`src/design/lav_pkg.sv`:
```
// ----------------------------------------------------------------------------
// lav_pkg
// Shared types, constants and helpers of the look-at view matrix block.
// ----------------------------------------------------------------------------
`default_nettype none

package lav_pkg;

  localparam int CW   = 32;       // coordinate width, Q16.16
  localparam int UFB  = 14;       // unit fraction bits
  localparam int UW   = 16;       // unit entry width, Q1.14
  localparam int DW   = CW + 1;   // eye minus focal
  localparam int VW   = 48;       // vector width into the normalizer
  localparam int LIMW = 16;       // zero length limit width
  localparam int SW   = 30;       // normalized magnitude bits

  typedef logic signed [CW-1:0] coord_t;
  typedef logic signed [DW-1:0] diff_t;
  typedef logic signed [UW-1:0] unit_t;
  typedef logic signed [VW-1:0] wide_t;

  typedef coord_t [2:0] cvec_t;
  typedef diff_t  [2:0] dvec_t;
  typedef unit_t  [2:0] uvec_t;
  typedef wide_t  [2:0] wvec_t;

  typedef struct packed {
    cvec_t      e;
    dvec_t      d;
    cvec_t      up;
    cvec_t      us;
    logic [1:0] s;
    logic       small_d;
    logic       small_up;
  } item_t;

  typedef struct packed {
    logic  start;
    wvec_t v;
  } norm_req_t;

  typedef struct packed {
    logic  busy;
    logic  done;
    uvec_t u;
  } norm_rsp_t;

  typedef enum logic [2:0] {
    NS_IDLE, NS_SHIFT, NS_SQ, NS_SQRT, NS_DSET, NS_DIV, NS_DONE
  } norm_state_e;

  typedef enum logic [3:0] {
    BS_IDLE, BS_WAIT_V, BS_WAIT_N2, BS_CROSS_U, BS_WAIT_N1, BS_CROSS_P,
    BS_TEST, BS_WAIT_U, BS_CROSS_V, BS_DOT, BS_OUT
  } back_state_e;

  function automatic wide_t ext_c(coord_t c);
    ext_c = {{(VW-CW){c[CW-1]}}, c};
  endfunction

  function automatic wide_t ext_d(diff_t c);
    ext_d = {{(VW-DW){c[DW-1]}}, c};
  endfunction

  function automatic wide_t ext_u(unit_t c);
    ext_u = {{(VW-UW){c[UW-1]}}, c};
  endfunction

  function automatic logic [VW-1:0] mag_w(wide_t x);
    mag_w = x[VW-1] ? VW'(-x) : VW'(x);
  endfunction

  // any magnitude of 256 or more already exceeds every 16-bit limit
  function automatic logic is_small(logic [VW-1:0] m0, logic [VW-1:0] m1,
                                    logic [VW-1:0] m2, logic [LIMW-1:0] lim);
    logic        big;
    logic [17:0] sum;
    big = (|m0[VW-1:8]) || (|m1[VW-1:8]) || (|m2[VW-1:8]);
    sum = 18'(m0[7:0]) * 18'(m0[7:0]) + 18'(m1[7:0]) * 18'(m1[7:0])
        + 18'(m2[7:0]) * 18'(m2[7:0]);
    is_small = !big && (sum <= 18'(lim));
  endfunction

  function automatic uvec_t perp_axis(uvec_t a);
    logic [UW-1:0] ax, ay, az;
    uvec_t         p;
    ax = a[0][UW-1] ? UW'(-$signed(a[0])) : UW'(a[0]);
    ay = a[1][UW-1] ? UW'(-$signed(a[1])) : UW'(a[1]);
    az = a[2][UW-1] ? UW'(-$signed(a[2])) : UW'(a[2]);
    if (ax < ay && ax < az) begin
      p[0] = '0; p[1] = -$signed(a[2]); p[2] = a[1];
    end else if (ax < ay) begin
      p[0] = -$signed(a[1]); p[1] = a[0]; p[2] = '0;
    end else if (ay < az) begin
      p[0] = a[2]; p[1] = '0; p[2] = -$signed(a[0]);
    end else begin
      p[0] = -$signed(a[1]); p[1] = a[0]; p[2] = '0;
    end
    perp_axis = p;
  endfunction

endpackage

`default_nettype wire

```
`src/design/lav_norm.sv`:
```
// ----------------------------------------------------------------------------
// lav_norm
// Iterative vector normalizer: power-of-two prescale one bit a cycle,
// squared length on one multiplier, digit-serial square root and three
// restoring dividers for the unit entries.
// ----------------------------------------------------------------------------
`default_nettype none

module lav_norm (
  input  logic               clk_i,
  input  logic               rst_ni,
  input  lav_pkg::norm_req_t req_i,
  output lav_pkg::norm_rsp_t rsp_o
);
  import lav_pkg::*;

  localparam int QW = UFB + 1;        // quotient bits
  localparam int XW = 2 * SW + 2;     // squared length
  localparam int LW = SW + 1;         // length
  localparam int RW = LW + 1;         // divider remainder
  localparam int NW = SW + QW + 1;    // dividend
  localparam logic [XW-1:0] BIT0 = XW'(1) << (2 * SW);

  norm_state_e     state_q, state_d;
  logic [VW-1:0]   m_q [3];
  logic [VW-1:0]   in_mag [3];
  logic [2:0]      neg_q;
  logic [3:0]      cnt_q;
  logic [XW-1:0]   x_q, r_q, bit_q, rb;
  logic [RW-1:0]   rem_q [3];
  logic [QW-1:0]   lo_q [3];
  logic [QW-1:0]   q_q [3];
  logic            any_hi, any_top, all_zero, take;
  logic [LW-1:0]   len;
  logic [RW-1:0]   dvs;
  logic [NW-1:0]   nv [3];
  logic [RW:0]     dt [3];
  logic [2:0]      ge;
  logic [2*SW-1:0] sq_term;

  always_comb begin
    any_hi   = 1'b0;
    any_top  = 1'b0;
    all_zero = 1'b1;
    for (int i = 0; i < 3; i++) begin
      in_mag[i] = mag_w(req_i.v[i]);
      all_zero  = all_zero && (in_mag[i] == '0);
      any_hi    = any_hi || (|m_q[i][VW-1:SW]);
      any_top   = any_top || m_q[i][SW-1];
    end
    take    = req_i.start && (state_q == NS_IDLE || state_q == NS_DONE);
    sq_term = m_q[cnt_q[1:0]][SW-1:0] * m_q[cnt_q[1:0]][SW-1:0];
    rb      = r_q + bit_q;
    len     = r_q[LW-1:0];
    dvs     = {len, 1'b0};
    for (int i = 0; i < 3; i++) begin
      nv[i] = {m_q[i][SW-1:0], {QW{1'b0}}} + NW'(len);
      dt[i] = {rem_q[i], lo_q[i][QW-1]};
      ge[i] = (dt[i] >= {1'b0, dvs});
    end
  end

  always_comb begin
    state_d = state_q;
    unique case (state_q)
      NS_IDLE, NS_DONE: begin
        if (take) state_d = all_zero ? NS_DONE : NS_SHIFT;
        else      state_d = NS_IDLE;
      end
      NS_SHIFT: if (!any_hi && any_top) state_d = NS_SQ;
      NS_SQ:    if (cnt_q == 4'd2) state_d = NS_SQRT;
      NS_SQRT:  if (bit_q[0]) state_d = NS_DSET;
      NS_DSET:  state_d = NS_DIV;
      NS_DIV:   if (cnt_q == 4'(QW - 1)) state_d = NS_DONE;
      default:  state_d = NS_IDLE;
    endcase
  end

  always_comb begin
    rsp_o.busy = !(state_q == NS_IDLE || state_q == NS_DONE);
    rsp_o.done = (state_q == NS_DONE);
    for (int i = 0; i < 3; i++) begin
      rsp_o.u[i] = neg_q[i] ? -$signed(UW'(q_q[i])) : $signed(UW'(q_q[i]));
    end
  end

  always_ff @(posedge clk_i or negedge rst_ni) begin
    if (!rst_ni) state_q <= NS_IDLE;
    else         state_q <= state_d;
  end

  always_ff @(posedge clk_i) begin
    unique case (state_q)
      NS_IDLE, NS_DONE: begin
        if (take) begin
          for (int i = 0; i < 3; i++) begin
            m_q[i]   <= in_mag[i];
            neg_q[i] <= req_i.v[i][VW-1];
            q_q[i]   <= '0;
          end
        end
      end
      NS_SHIFT: begin
        for (int i = 0; i < 3; i++) begin
          if (any_hi)        m_q[i] <= m_q[i] >> 1;
          else if (!any_top) m_q[i] <= m_q[i] << 1;
        end
        x_q   <= '0;
        cnt_q <= '0;
      end
      NS_SQ: begin
        x_q   <= x_q + XW'(sq_term);
        cnt_q <= cnt_q + 4'd1;
        bit_q <= BIT0;
        r_q   <= '0;
      end
      NS_SQRT: begin
        if (x_q >= rb) begin
          x_q <= x_q - rb;
          r_q <= (r_q >> 1) + bit_q;
        end else begin
          r_q <= r_q >> 1;
        end
        bit_q <= bit_q >> 2;
      end
      NS_DSET: begin
        for (int i = 0; i < 3; i++) begin
          rem_q[i] <= RW'(nv[i][NW-1:QW]);
          lo_q[i]  <= nv[i][QW-1:0];
        end
        cnt_q <= '0;
      end
      NS_DIV: begin
        for (int i = 0; i < 3; i++) begin
          rem_q[i] <= ge[i] ? RW'(dt[i] - {1'b0, dvs}) : RW'(dt[i]);
          lo_q[i]  <= lo_q[i] << 1;
          q_q[i]   <= {q_q[i][QW-2:0], ge[i]};
        end
        cnt_q <= cnt_q + 4'd1;
      end
      default: ;
    endcase
  end

endmodule

`default_nettype wire

```
`config.mk`:
```
export PLATFORM = sky130hd
export DESIGN_NAME = lav_norm
export DESIGN_NICKNAME = d
export VERILOG_FILES = /design/src/design/lav_pkg.sv /design/src/design/lav_norm.sv
export SDC_FILE = /design/constraint.sdc
export NUM_CORES = 2
export LEC_CHECK = 0
export ABC_AREA = 1
export ABC_CLOCK_PERIOD_IN_PS = 7200
export BUFFER_PORTS_ARGS = -buffer_cell sky130_fd_sc_hd__clkbuf_2
export CORE_UTILIZATION = 30
export DETAILED_ROUTE_END_ITERATION = 10
export PLACE_DENSITY = 0.43
export RECOVER_POWER = 50
export SYNTH_ARGS = -nofsm -noshare
export SYNTH_HDL_FRONTEND = slang
export SYNTH_SLANG_ARGS = --single-unit
```
`constraint.sdc`:
```
create_clock -name clk_i -period 7.2 [get_ports clk_i]
set_clock_uncertainty 0.1 [all_clocks]
set_input_delay 2.16 -clock clk_i [delete_from_list [all_inputs] [get_ports clk_i]]
set_output_delay 2.16 -clock clk_i [all_outputs]
set_load 0.02 [all_outputs]
```
==> run metrics <==
multi-input logic area 0.0545 sq mm; core area 0.241 sq mm; Worst slew margin -1.14; outcome finished with violations; commonest non-fill, non-tap cell in the layout nand2_1; Seq/Total Area, Yosys 0.192; Vias 72000; Syn Std Cell Area 0.0729 sq mm; first-pass GRT wire length 483000 um; gr ovfl total 0; top-area cell type share of the netlist area 0.210; DR DRC count 0; Final Cycle Share 1.09; Setup CP Type register to register; max incr delay on CP 0.58 ns; Post-synth top flop edfxtp_1; Min-Delay Path Class register to register; Tmin final 7.82 ns; I/O pin cnt 197; die height 495 um; worst skew pair latency 0.71 ns; row count 180; Worst EP required 7.56 ns; Synth Instances 9932; GR Util All Layers 0.267; Mapped Nets 11400; Clock Pin Slew Worst Setup and Hold Paths 0.06 ns; post-synth top area cell fa_1; failing checks max-capacitance violations, max-slew violations, negative setup slack; final wirelength 331000 um; endpoints failing hold 0; max-cap violation count 6; placer congestion estimate 0.962; setup ws final -0.622 ns; RSZ-0062 raised after global routing true; final core utilization 0.376; PortBufs 196; Critical Path End Type register; CTS Sinks 467; hold_buf cts 0; fraction of layout cells with a size suffix above 1 0.181; number of global-route vias before repair 71900; Synth async-reset ratio 0.00642; Fmax 128 MHz; Critical-path top delay cell fa_2; R2R Setup Slk -0.62 ns; Filler Cell Count 25400; DRT Pass-1 Iters 9; initial drt markers 5722; Setup crit start kind register; TritonCTS Buffers 59; placed cell count 13900; die area 0.245 sq mm; initial antenna violation count 24; Finished Layout Cells 14200; Synth-to-Final Area Change 24.2%; setup tns final -19.10 ns; Starting Density 0.302; H-Tree Depth 2; # nets final 12300; Vias/cell 5.09; Clock Tree Root clkbuf_16; Antenna Nets Post-Route 0; chip width 495 um; commonest cells after routing, fill and taps aside nand2_1, inv_1, nor2_1; Mean Syn Cell Area 7.34 sq um; Critical Path AT 8.18 ns; Final Setup Violations 42; main area contributors after synthesis fa_1, edfxtp_1, nand2_1, ha_1, inv_1; CP top delay family adder cells; Worst-Margin Slew 3.22 ns; EDFF count, synth 461; synthesized flop and latch total 467; Fin Hold WS 0.431 ns; count of unique library cells instantiated by Yosys 71; dpl hpwl 278000 um; drt wl/cell 23.4 um; YS warnings 0; Reg area 0.0140 sq mm; CP max FO 8; WP buf/inv 11; clk buf depth 3; CTS tree yes; Most Frequent Cell on Critical Path inv_2; Final Max Tran Viols 262; largest net degree at the start of global routing 157
registers in the layout, indices dropped and copies added, names as in the netlist, named ones only:
register,flops
m_q,144
state_q,3
r_q,62
q_q,45
neg_q,3
lo_q,15
cnt_q,4
bit_q,31
rem_q,96
x_q,62
synth_stat cells, types with 14 or more instances:
master	number
o21a_1	29
or2_2	32
o21ai_0	687
nor4_1	59
buf_1	15
edfxtp_1	461
a21oi_1	575
nor2_2	17
o211ai_1	82
nor3_1	110
o22ai_2	18
ha_1	514
nor2_1	1264
o21bai_1	33
nand2_1	2134
clkinv_1	15
clkbuf_1	161
inv_1	1697
xnor2_1	108
o22ai_1	51
nand3_1	352
a31oi_1	102
xor2_1	169
nand4_1	118
buf_2	40
a221oi_1	24
nand2_2	17
o21ai_1	41
nand3b_1	30
a21o_1	37
a21boi_0	14
fa_1	765
layer usage:
layer  share of wire  wire (um)  GRT usage
met1            0.46     154000      0.381
met2            0.46     151000      0.435
met3           0.054      18000     0.0250
met4           0.026       8660     0.0605
met5         0.00019         64          0
tightest hold or removal path, stage by stage, from the launching register on:
cell and delay [ns]:
edfxtp_1 0.32, nand2_1 0.05, o21ai_0 0.06
cell families (layout without fill, tap and decap cells):
kind of cell,after synthesis,in the layout,synth area share
AOI/OAI and AO/OA,1770,1770,0.138
muxes,2,2,0.000309
buffers and inverters,1960,2999,0.103
xor gates and xnor gates,277,277,0.0333
and+or+nand+nor,4177,4177,0.236
DFF,467,467,0.192
adders and majority gates,1279,1279,0.298
other,0,8,0
path summary, 6_finish.rpt:
path                                  start          end  cells after the start
min in group asynchronous            rst_ni   state_q[1]                      1
worst max register to register     register      x_q[55]                     31
worst min register to register  lo_q[0][34]  lo_q[0][35]                      2
max in group asynchronous            rst_ni   state_q[2]                      1
worst max-delay path               register      x_q[55]                     31
worst min-delay path            lo_q[0][34]  lo_q[0][35]                      2
stage by stage:
| stage | cell area, sq um | setup WS, ns |
|---|---|---|
| 4_1_cts | 89100 | -0.571 |
| 3_3_place_gp | 83800 | -1.40 |
| 5_1_grt | 90600 | -0.802 |
| 2_1_floorplan | 73200 | -0.00685 |
| 6_report | 90600 | -0.622 |
| 3_5_place_dp | 83800 | -1.31 |
timing repair:
item	CTS	global route
pin swaps	157	239
setup buffers	92	56
cloned	4	3
endpoints found under the setup margin	47	48
resized for setup	629	314
final cells by class:
type / instances / share of cell area
diodes: 8 / 0.000221
clock buffers: 75 / 0.0170
clock inverters: 34 / 0.00416
inverters: 1725 / 0.0723
multi-input cells: 7505 / 0.602
flip-flops and latches: 467 / 0.154
well taps: 3185 / 0.0440
repair buffers: 1165 / 0.106
Power is not shown: default switching activity piles up to over one toggle a cycle in this logic, so the estimate is an artifact.
