## src/design/lav_pkg.sv

```systemverilog
// ----------------------------------------------------------------------------
// lav_pkg
// Shared types, constants and helpers of the look-at view matrix block.
// ----------------------------------------------------------------------------
`default_nettype none

package lav_pkg;

  localparam int CW   = 32;       // coordinate width, Q16.16
  localparam int UFB  = 14;       // unit fraction bits
  localparam int UW   = 16;       // unit entry width, Q1.14
  localparam int DW   = CW + 1;   // eye minus focal
  localparam int VW   = 48;       // vector width into the normalizer
  localparam int LIMW = 16;       // zero length limit width
  localparam int SW   = 30;       // normalized magnitude bits

  typedef logic signed [CW-1:0] coord_t;
  typedef logic signed [DW-1:0] diff_t;
  typedef logic signed [UW-1:0] unit_t;
  typedef logic signed [VW-1:0] wide_t;

  typedef coord_t [2:0] cvec_t;
  typedef diff_t  [2:0] dvec_t;
  typedef unit_t  [2:0] uvec_t;
  typedef wide_t  [2:0] wvec_t;

  typedef struct packed {
    cvec_t      e;
    dvec_t      d;
    cvec_t      up;
    cvec_t      us;
    logic [1:0] s;
    logic       small_d;
    logic       small_up;
  } item_t;

  typedef struct packed {
    logic  start;
    wvec_t v;
  } norm_req_t;

  typedef struct packed {
    logic  busy;
    logic  done;
    uvec_t u;
  } norm_rsp_t;

  typedef enum logic [2:0] {
    NS_IDLE, NS_SHIFT, NS_SQ, NS_SQRT, NS_DSET, NS_DIV, NS_DONE
  } norm_state_e;

  typedef enum logic [3:0] {
    BS_IDLE, BS_WAIT_V, BS_WAIT_N2, BS_CROSS_U, BS_WAIT_N1, BS_CROSS_P,
    BS_TEST, BS_WAIT_U, BS_CROSS_V, BS_DOT, BS_OUT
  } back_state_e;

  function automatic wide_t ext_c(coord_t c);
    ext_c = {{(VW-CW){c[CW-1]}}, c};
  endfunction

  function automatic wide_t ext_d(diff_t c);
    ext_d = {{(VW-DW){c[DW-1]}}, c};
  endfunction

  function automatic wide_t ext_u(unit_t c);
    ext_u = {{(VW-UW){c[UW-1]}}, c};
  endfunction

  function automatic logic [VW-1:0] mag_w(wide_t x);
    mag_w = x[VW-1] ? VW'(-x) : VW'(x);
  endfunction

  // any magnitude of 256 or more already exceeds every 16-bit limit
  function automatic logic is_small(logic [VW-1:0] m0, logic [VW-1:0] m1,
                                    logic [VW-1:0] m2, logic [LIMW-1:0] lim);
    logic        big;
    logic [17:0] sum;
    big = (|m0[VW-1:8]) || (|m1[VW-1:8]) || (|m2[VW-1:8]);
    sum = 18'(m0[7:0]) * 18'(m0[7:0]) + 18'(m1[7:0]) * 18'(m1[7:0])
        + 18'(m2[7:0]) * 18'(m2[7:0]);
    is_small = !big && (sum <= 18'(lim));
  endfunction

  function automatic uvec_t perp_axis(uvec_t a);
    logic [UW-1:0] ax, ay, az;
    uvec_t         p;
    ax = a[0][UW-1] ? UW'(-$signed(a[0])) : UW'(a[0]);
    ay = a[1][UW-1] ? UW'(-$signed(a[1])) : UW'(a[1]);
    az = a[2][UW-1] ? UW'(-$signed(a[2])) : UW'(a[2]);
    if (ax < ay && ax < az) begin
      p[0] = '0; p[1] = -$signed(a[2]); p[2] = a[1];
    end else if (ax < ay) begin
      p[0] = -$signed(a[1]); p[1] = a[0]; p[2] = '0;
    end else if (ay < az) begin
      p[0] = a[2]; p[1] = '0; p[2] = -$signed(a[0]);
    end else begin
      p[0] = -$signed(a[1]); p[1] = a[0]; p[2] = '0;
    end
    perp_axis = p;
  endfunction

endpackage

`default_nettype wire

```

## src/design/lav_front.sv

```systemverilog
// ----------------------------------------------------------------------------
// lav_front
// Accepts words, forms eye minus focal and the scaled up vector, runs the
// zero length tests and queues the word two deep for the back end.
// ----------------------------------------------------------------------------
`default_nettype none

module lav_front (
  input  logic                   clk_i,
  input  logic                   rst_ni,
  input  logic                   start,
  output logic                   busy,
  input  lav_pkg::cvec_t         eye_i,
  input  lav_pkg::cvec_t         focal_i,
  input  lav_pkg::cvec_t         upvec_i,
  input  logic [lav_pkg::LIMW-1:0] limit_i,
  output logic                   head_valid_o,
  output lav_pkg::item_t         head_o,
  input  logic                   pop_i
);
  import lav_pkg::*;

  item_t           item;
  logic [VW-1:0]   dm [3];
  logic [VW-1:0]   um [3];
  logic [VW-1:0]   ush [3];
  logic            hi2, hi1;

  item_t           mem_q [2];
  logic            wr_q, rd_q;
  logic [1:0]      cnt_q;
  logic            push;

  always_comb begin
    hi2 = 1'b0;
    hi1 = 1'b0;
    for (int i = 0; i < 3; i++) begin
      item.e[i]  = eye_i[i];
      item.up[i] = upvec_i[i];
      item.d[i]  = $signed({eye_i[i][CW-1], eye_i[i]}) - $signed({focal_i[i][CW-1], focal_i[i]});
      dm[i] = mag_w(ext_d(item.d[i]));
      um[i] = mag_w(ext_c(upvec_i[i]));
      hi2 = hi2 | um[i][CW-1];
      hi1 = hi1 | um[i][CW-2];
    end
    item.s = hi2 ? 2'd2 : (hi1 ? 2'd1 : 2'd0);
    for (int i = 0; i < 3; i++) begin
      ush[i] = um[i] >> item.s;
      item.us[i] = upvec_i[i][CW-1] ? CW'(-$signed(ush[i])) : CW'(ush[i]);
    end
    item.small_d  = is_small(dm[0], dm[1], dm[2], limit_i);
    item.small_up = is_small(um[0], um[1], um[2], limit_i);
  end

  assign busy         = (cnt_q == 2'd2);
  assign push         = start && !busy;
  assign head_valid_o = (cnt_q != 2'd0);
  assign head_o       = mem_q[rd_q];

  always_ff @(posedge clk_i or negedge rst_ni) begin
    if (!rst_ni) begin
      wr_q  <= 1'b0;
      rd_q  <= 1'b0;
      cnt_q <= 2'd0;
    end else begin
      if (push) wr_q <= !wr_q;
      if (pop_i) rd_q <= !rd_q;
      cnt_q <= cnt_q + 2'(push) - 2'(pop_i);
    end
  end

  always_ff @(posedge clk_i) begin
    if (push) mem_q[wr_q] <= item;
  end

endmodule

`default_nettype wire

```

## config.mk

```make
export PLATFORM = sky130hd
export DESIGN_NAME = lav_front
export DESIGN_NICKNAME = d
export VERILOG_FILES = /design/src/design/lav_pkg.sv /design/src/design/lav_front.sv
export SDC_FILE = /design/constraint.sdc
export NUM_CORES = 2
export LEC_CHECK = 0
export BUFFER_PORTS_ARGS = -buffer_cell sky130_fd_sc_hd__buf_4
export CAP_MARGIN = 20
export CORE_MARGIN = 5
export CORE_UTILIZATION = 33
export DETAILED_ROUTE_END_ITERATION = 8
export GPL_ROUTABILITY_DRIVEN = 0
export PLACE_DENSITY = 0.59
export SLEW_MARGIN = 20
export SYNTH_ARGS = -nofsm -noshare
export SYNTH_HDL_FRONTEND = slang
export SYNTH_SLANG_ARGS = --single-unit
```

## constraint.sdc

```tcl
create_clock -name clk_i -period 33.7 [get_ports clk_i]
set_input_delay 1.685 -clock clk_i [delete_from_list [all_inputs] [get_ports clk_i]]
set_output_delay 1.685 -clock clk_i [all_outputs]
set_load 0.005 [all_outputs]
```

==> results.sh <==
export IMPL_worstSetupEndpointType="register"
export IMPL_synthTopCellsByArea="edfxtp_1 (42%), fa_1 (9.6%), mux2_2 (7.9%), ha_1 (6.5%), inv_1 (3.9%)"
export IMPL_numPortBuffers=700
export IMPL_status="finished, final reports clean"
export IMPL_r2r_start="cnt_q[1]"
export IMPL_clock_sinks=786
export IMPL_cts_buffers=92
export IMPL_yosysSeqAreaShare_pct=42.2
export IMPL_cts_tree="done"
export IMPL_die_area_mm2=0.178
export IMPL_synth_top_area_share_pct=42.0
export IMPL_rrSetupSlack_ps=29740
export IMPL_wl_um=181000
export IMPL_hold_path_end="cnt_q[0]"
export IMPL_slew_headroom_pct=30.1
export IMPL_cp_data_required_time_ps=34200
export IMPL_finalCritPeriodShare_pct=41.4
export IMPL_die_x_um=422
export IMPL_globalRoute_totalOverflow=0
export IMPL_cts_buffer_depth=3
export IMPL_regToRegEndpoint="mem_q[1][56]"
export IMPL_io_pins=701
export IMPL_routed_via_count=42600
export IMPL_max_freq_mhz=71.6
export IMPL_crit_slowest_cell="inv_1"
export IMPL_grt_pass1_vias=43000
export IMPL_drt_initial_drc_count=2966
export IMPL_cp_start_kind="input pin"
export IMPL_dominantRegCellSynth="edfxtp_1"
export IMPL_insertion_delay_ps=750
export IMPL_path_class="input pin to register"
export IMPL_clock_skew_ps=47.0
export IMPL_async_flop_share_pct=0.509
export IMPL_clockRootBuffer="clkbuf_16"
export IMPL_crit_fanout=23
export IMPL_fp_dieH_um=422
export IMPL_hold_depth=1
export IMPL_antenna_found_initial=7
export IMPL_clkTransAtPathRegs_ps=60
export IMPL_rows=151
export IMPL_core_area_mm2=0.169
export IMPL_maxCapViolCount=0
export IMPL_hold_buffers=0
export IMPL_synthSimpleGateAreaFrac_pct=11.4
export IMPL_synth_distinct_cells=95
export IMPL_ys_seq_elements=786
export IMPL_ys_warn_count=0
export IMPL_crit_arrival_ps=14460
export IMPL_initial_core_util_pct=33.1
export IMPL_grt_usage_pct=19.8
export IMPL_synth_top_family_by_area="adder cells"
export IMPL_nets=6689
export IMPL_grt_pass1_wl_um=271000
export IMPL_synth_xor_area_share_pct=5.05
export IMPL_htreeDepth=3
export IMPL_synthMuxAreaShare_pct=8.41
export IMPL_synthAdderAreaFrac_pct=16.1
export IMPL_crit_top_cell="inv_1"
export IMPL_hold_start="cnt_q[0]"
export IMPL_synth_edff_count=782
export IMPL_antenna_left=0
export IMPL_cts_setup_buffers=0
export IMPL_hpwl_um=142000
export IMPL_hp_class="register to register"
export IMPL_final_max_slew_violation_count=0
export IMPL_drcViolationCount=0
export IMPL_syn_num_nets=6028
export IMPL_synth_compound_area_share_pct=11.4
export IMPL_rsz0062_at_grt="no"
export IMPL_area_delta_synth_final_pct=19.6
export IMPL_finalHoldViolations=0
export IMPL_cts_resized=0
export IMPL_avgSynthCellArea_um2=10.8
export IMPL_drt_pass1_iterations=6
export IMPL_rr_worst_depth=5
export IMPL_drive_above_1_share_pct=23.5
export IMPL_fill_cells=16400
export IMPL_fin_setup_tns_ps=0
export IMPL_grt_max_degree=135
export IMPL_slowest_delay_ps=630
export IMPL_yosysTopAreaCell="edfxtp_1"
export IMPL_tightest_slew_ps=1040
export IMPL_avgRoutedWirePerCell_um=22.3
export IMPL_setup_viol=0
export IMPL_synthCells=5161
export IMPL_fin_crit_ps=13970
export IMPL_netlist_area_mm2=0.0559
export IMPL_vias_per_cell=5.25
-- stage by stage --
stage	hold WS [ps]	cell area, µm²	instances	setup WS [ps]	utilization, %
finish	521	66800	8115	19730	39.6
global route	565	66800	8115	18850	39.6
CTS	522	66800	8112	19910	39.6
detailed placement	509	63900	7946	19140	37.8
global placement	496	63800	7944	19430	37.8
floorplan	460	55900	5161	14590	-
-- how the worst max path moves through the flow --
stage | endpoint | slack, ps | start
3_5_place_dp | mem_q[0][1] | 19140 | eye_i[0]
2_1_floorplan | mem_q[0][0] | 14590 | start
5_1_grt | mem_q[1][1] | 18850 | eye_i[0]
4_1_cts | mem_q[1][1] | 19910 | eye_i[0]
3_3_place_gp | mem_q[0][1] | 19430 | eye_i[0]
6_report | mem_q[1][1] | 19730 | eye_i[0]
-- cell usage after synthesis (9+ instances only) --
| master | instances |
|---|---|
| buf_1 | 18 |
| mux2i_1 | 25 |
| xnor2_1 | 183 |
| a21oi_1 | 255 |
| or2_2 | 35 |
| buf_2 | 13 |
| a21o_1 | 62 |
| nor3_1 | 87 |
| a21boi_0 | 12 |
| a32oi_1 | 9 |
| mux2_2 | 394 |
| a211oi_1 | 52 |
| edfxtp_1 | 782 |
| a2111oi_0 | 12 |
| and3_1 | 28 |
| clkbuf_1 | 180 |
| o21a_1 | 26 |
| nand2_1 | 348 |
| nand3_1 | 62 |
| o21ai_1 | 14 |
| a31oi_1 | 51 |
| xor2_1 | 139 |
| or3_1 | 50 |
| nand2b_1 | 44 |
| nand4_1 | 61 |
| o21bai_1 | 22 |
| nor4_1 | 33 |
| o211ai_1 | 32 |
| o22ai_1 | 13 |
| and2_1 | 40 |
| inv_1 | 579 |
| o41ai_1 | 23 |
| o31ai_1 | 62 |
| or4_1 | 33 |
| ha_1 | 291 |
| a211o_1 | 16 |
| o2111ai_1 | 10 |
| nor2b_1 | 33 |
| nor3b_1 | 19 |
| nor2_1 | 357 |
| fa_1 | 268 |
| o21ai_0 | 211 |
| and4_1 | 14 |
-- placed cells by master (no fill, tap or decap), drive strengths merged, types with 16 or more instances in the layout --
cell type / instances
nor3: 89
nor2b: 34
mux2i: 25
edfxtp: 782
mux2: 395
and2: 40
or3: 50
nor4: 34
xor2: 139
nand2: 348
or4: 34
nand3: 62
xnor2: 183
o21ai: 225
ha: 291
a211oi: 52
o31ai: 63
and3: 28
a211o: 16
o211ai: 32
a21oi: 256
fa: 268
nand2b: 45
clkbuf: 107
inv: 589
a31oi: 51
clkinv: 42
nand4: 61
a21o: 62
o21a: 26
or2: 42
o21bai: 22
o41ai: 26
nor2: 357
nor3b: 19
buf: 778
-- area by class of cell --
| class | instances | area (µm²) | area share, % |
|---|---|---|---|
| Multi-Input combinational cell | 3578 | 29400 | 44.0 |
| Inverter | 586 | 2200 | 3.29 |
| Clock inverter | 59 | 591 | 0.884 |
| Antenna cell | 3 | 7.51 | 0.0112 |
| Clock buffer | 107 | 2380 | 3.56 |
| Tap cell | 2218 | 2780 | 4.15 |
| Timing Repair Buffer | 778 | 5900 | 8.82 |
| Sequential cell | 786 | 23600 | 35.3 |
-- kinds of logic (layout without fill, tap and decap cells) --
group / after synthesis / count (layout)
buf+inv: 797 / 1530
flops: 786 / 786
fa+ha+maj: 559 / 559
xor+xnor: 322 / 322
compound gates: 983 / 983
other cells: 0 / 3
simple gates: 1294 / 1294
mux: 420 / 420
-- state kept, by name, indices dropped and copies added, names as in the netlist --
name	cells
wr_q	1
mem_q	782
rd_q	1
cnt_q	2
-- worst max-delay path: cells and delay by family --
family / cells / cell delay, ps
adder cells (fa/ha/maj): 11 / 4700
AND/OR/NAND/NOR: 10 / 1810
XOR/XNOR: 2 / 590
AO/OA/AOI/OAI: 14 / 4060
buffers and inverters: 11 / 1570
-- per-layer routing --
layer	track usage, %	wire length [µm]	share of wire (%)	up-vias
met2	36.1	93100	51	1410
met3	3.31	9890	5.5	292
met4	8.24	8060	4.5	0
li1	-	-	-	19800
met5	0	0	0	-
met1	23.1	70000	39	21100
Power is not shown: default switching activity piles up to over one toggle a cycle in this logic, so the estimate is an artifact.
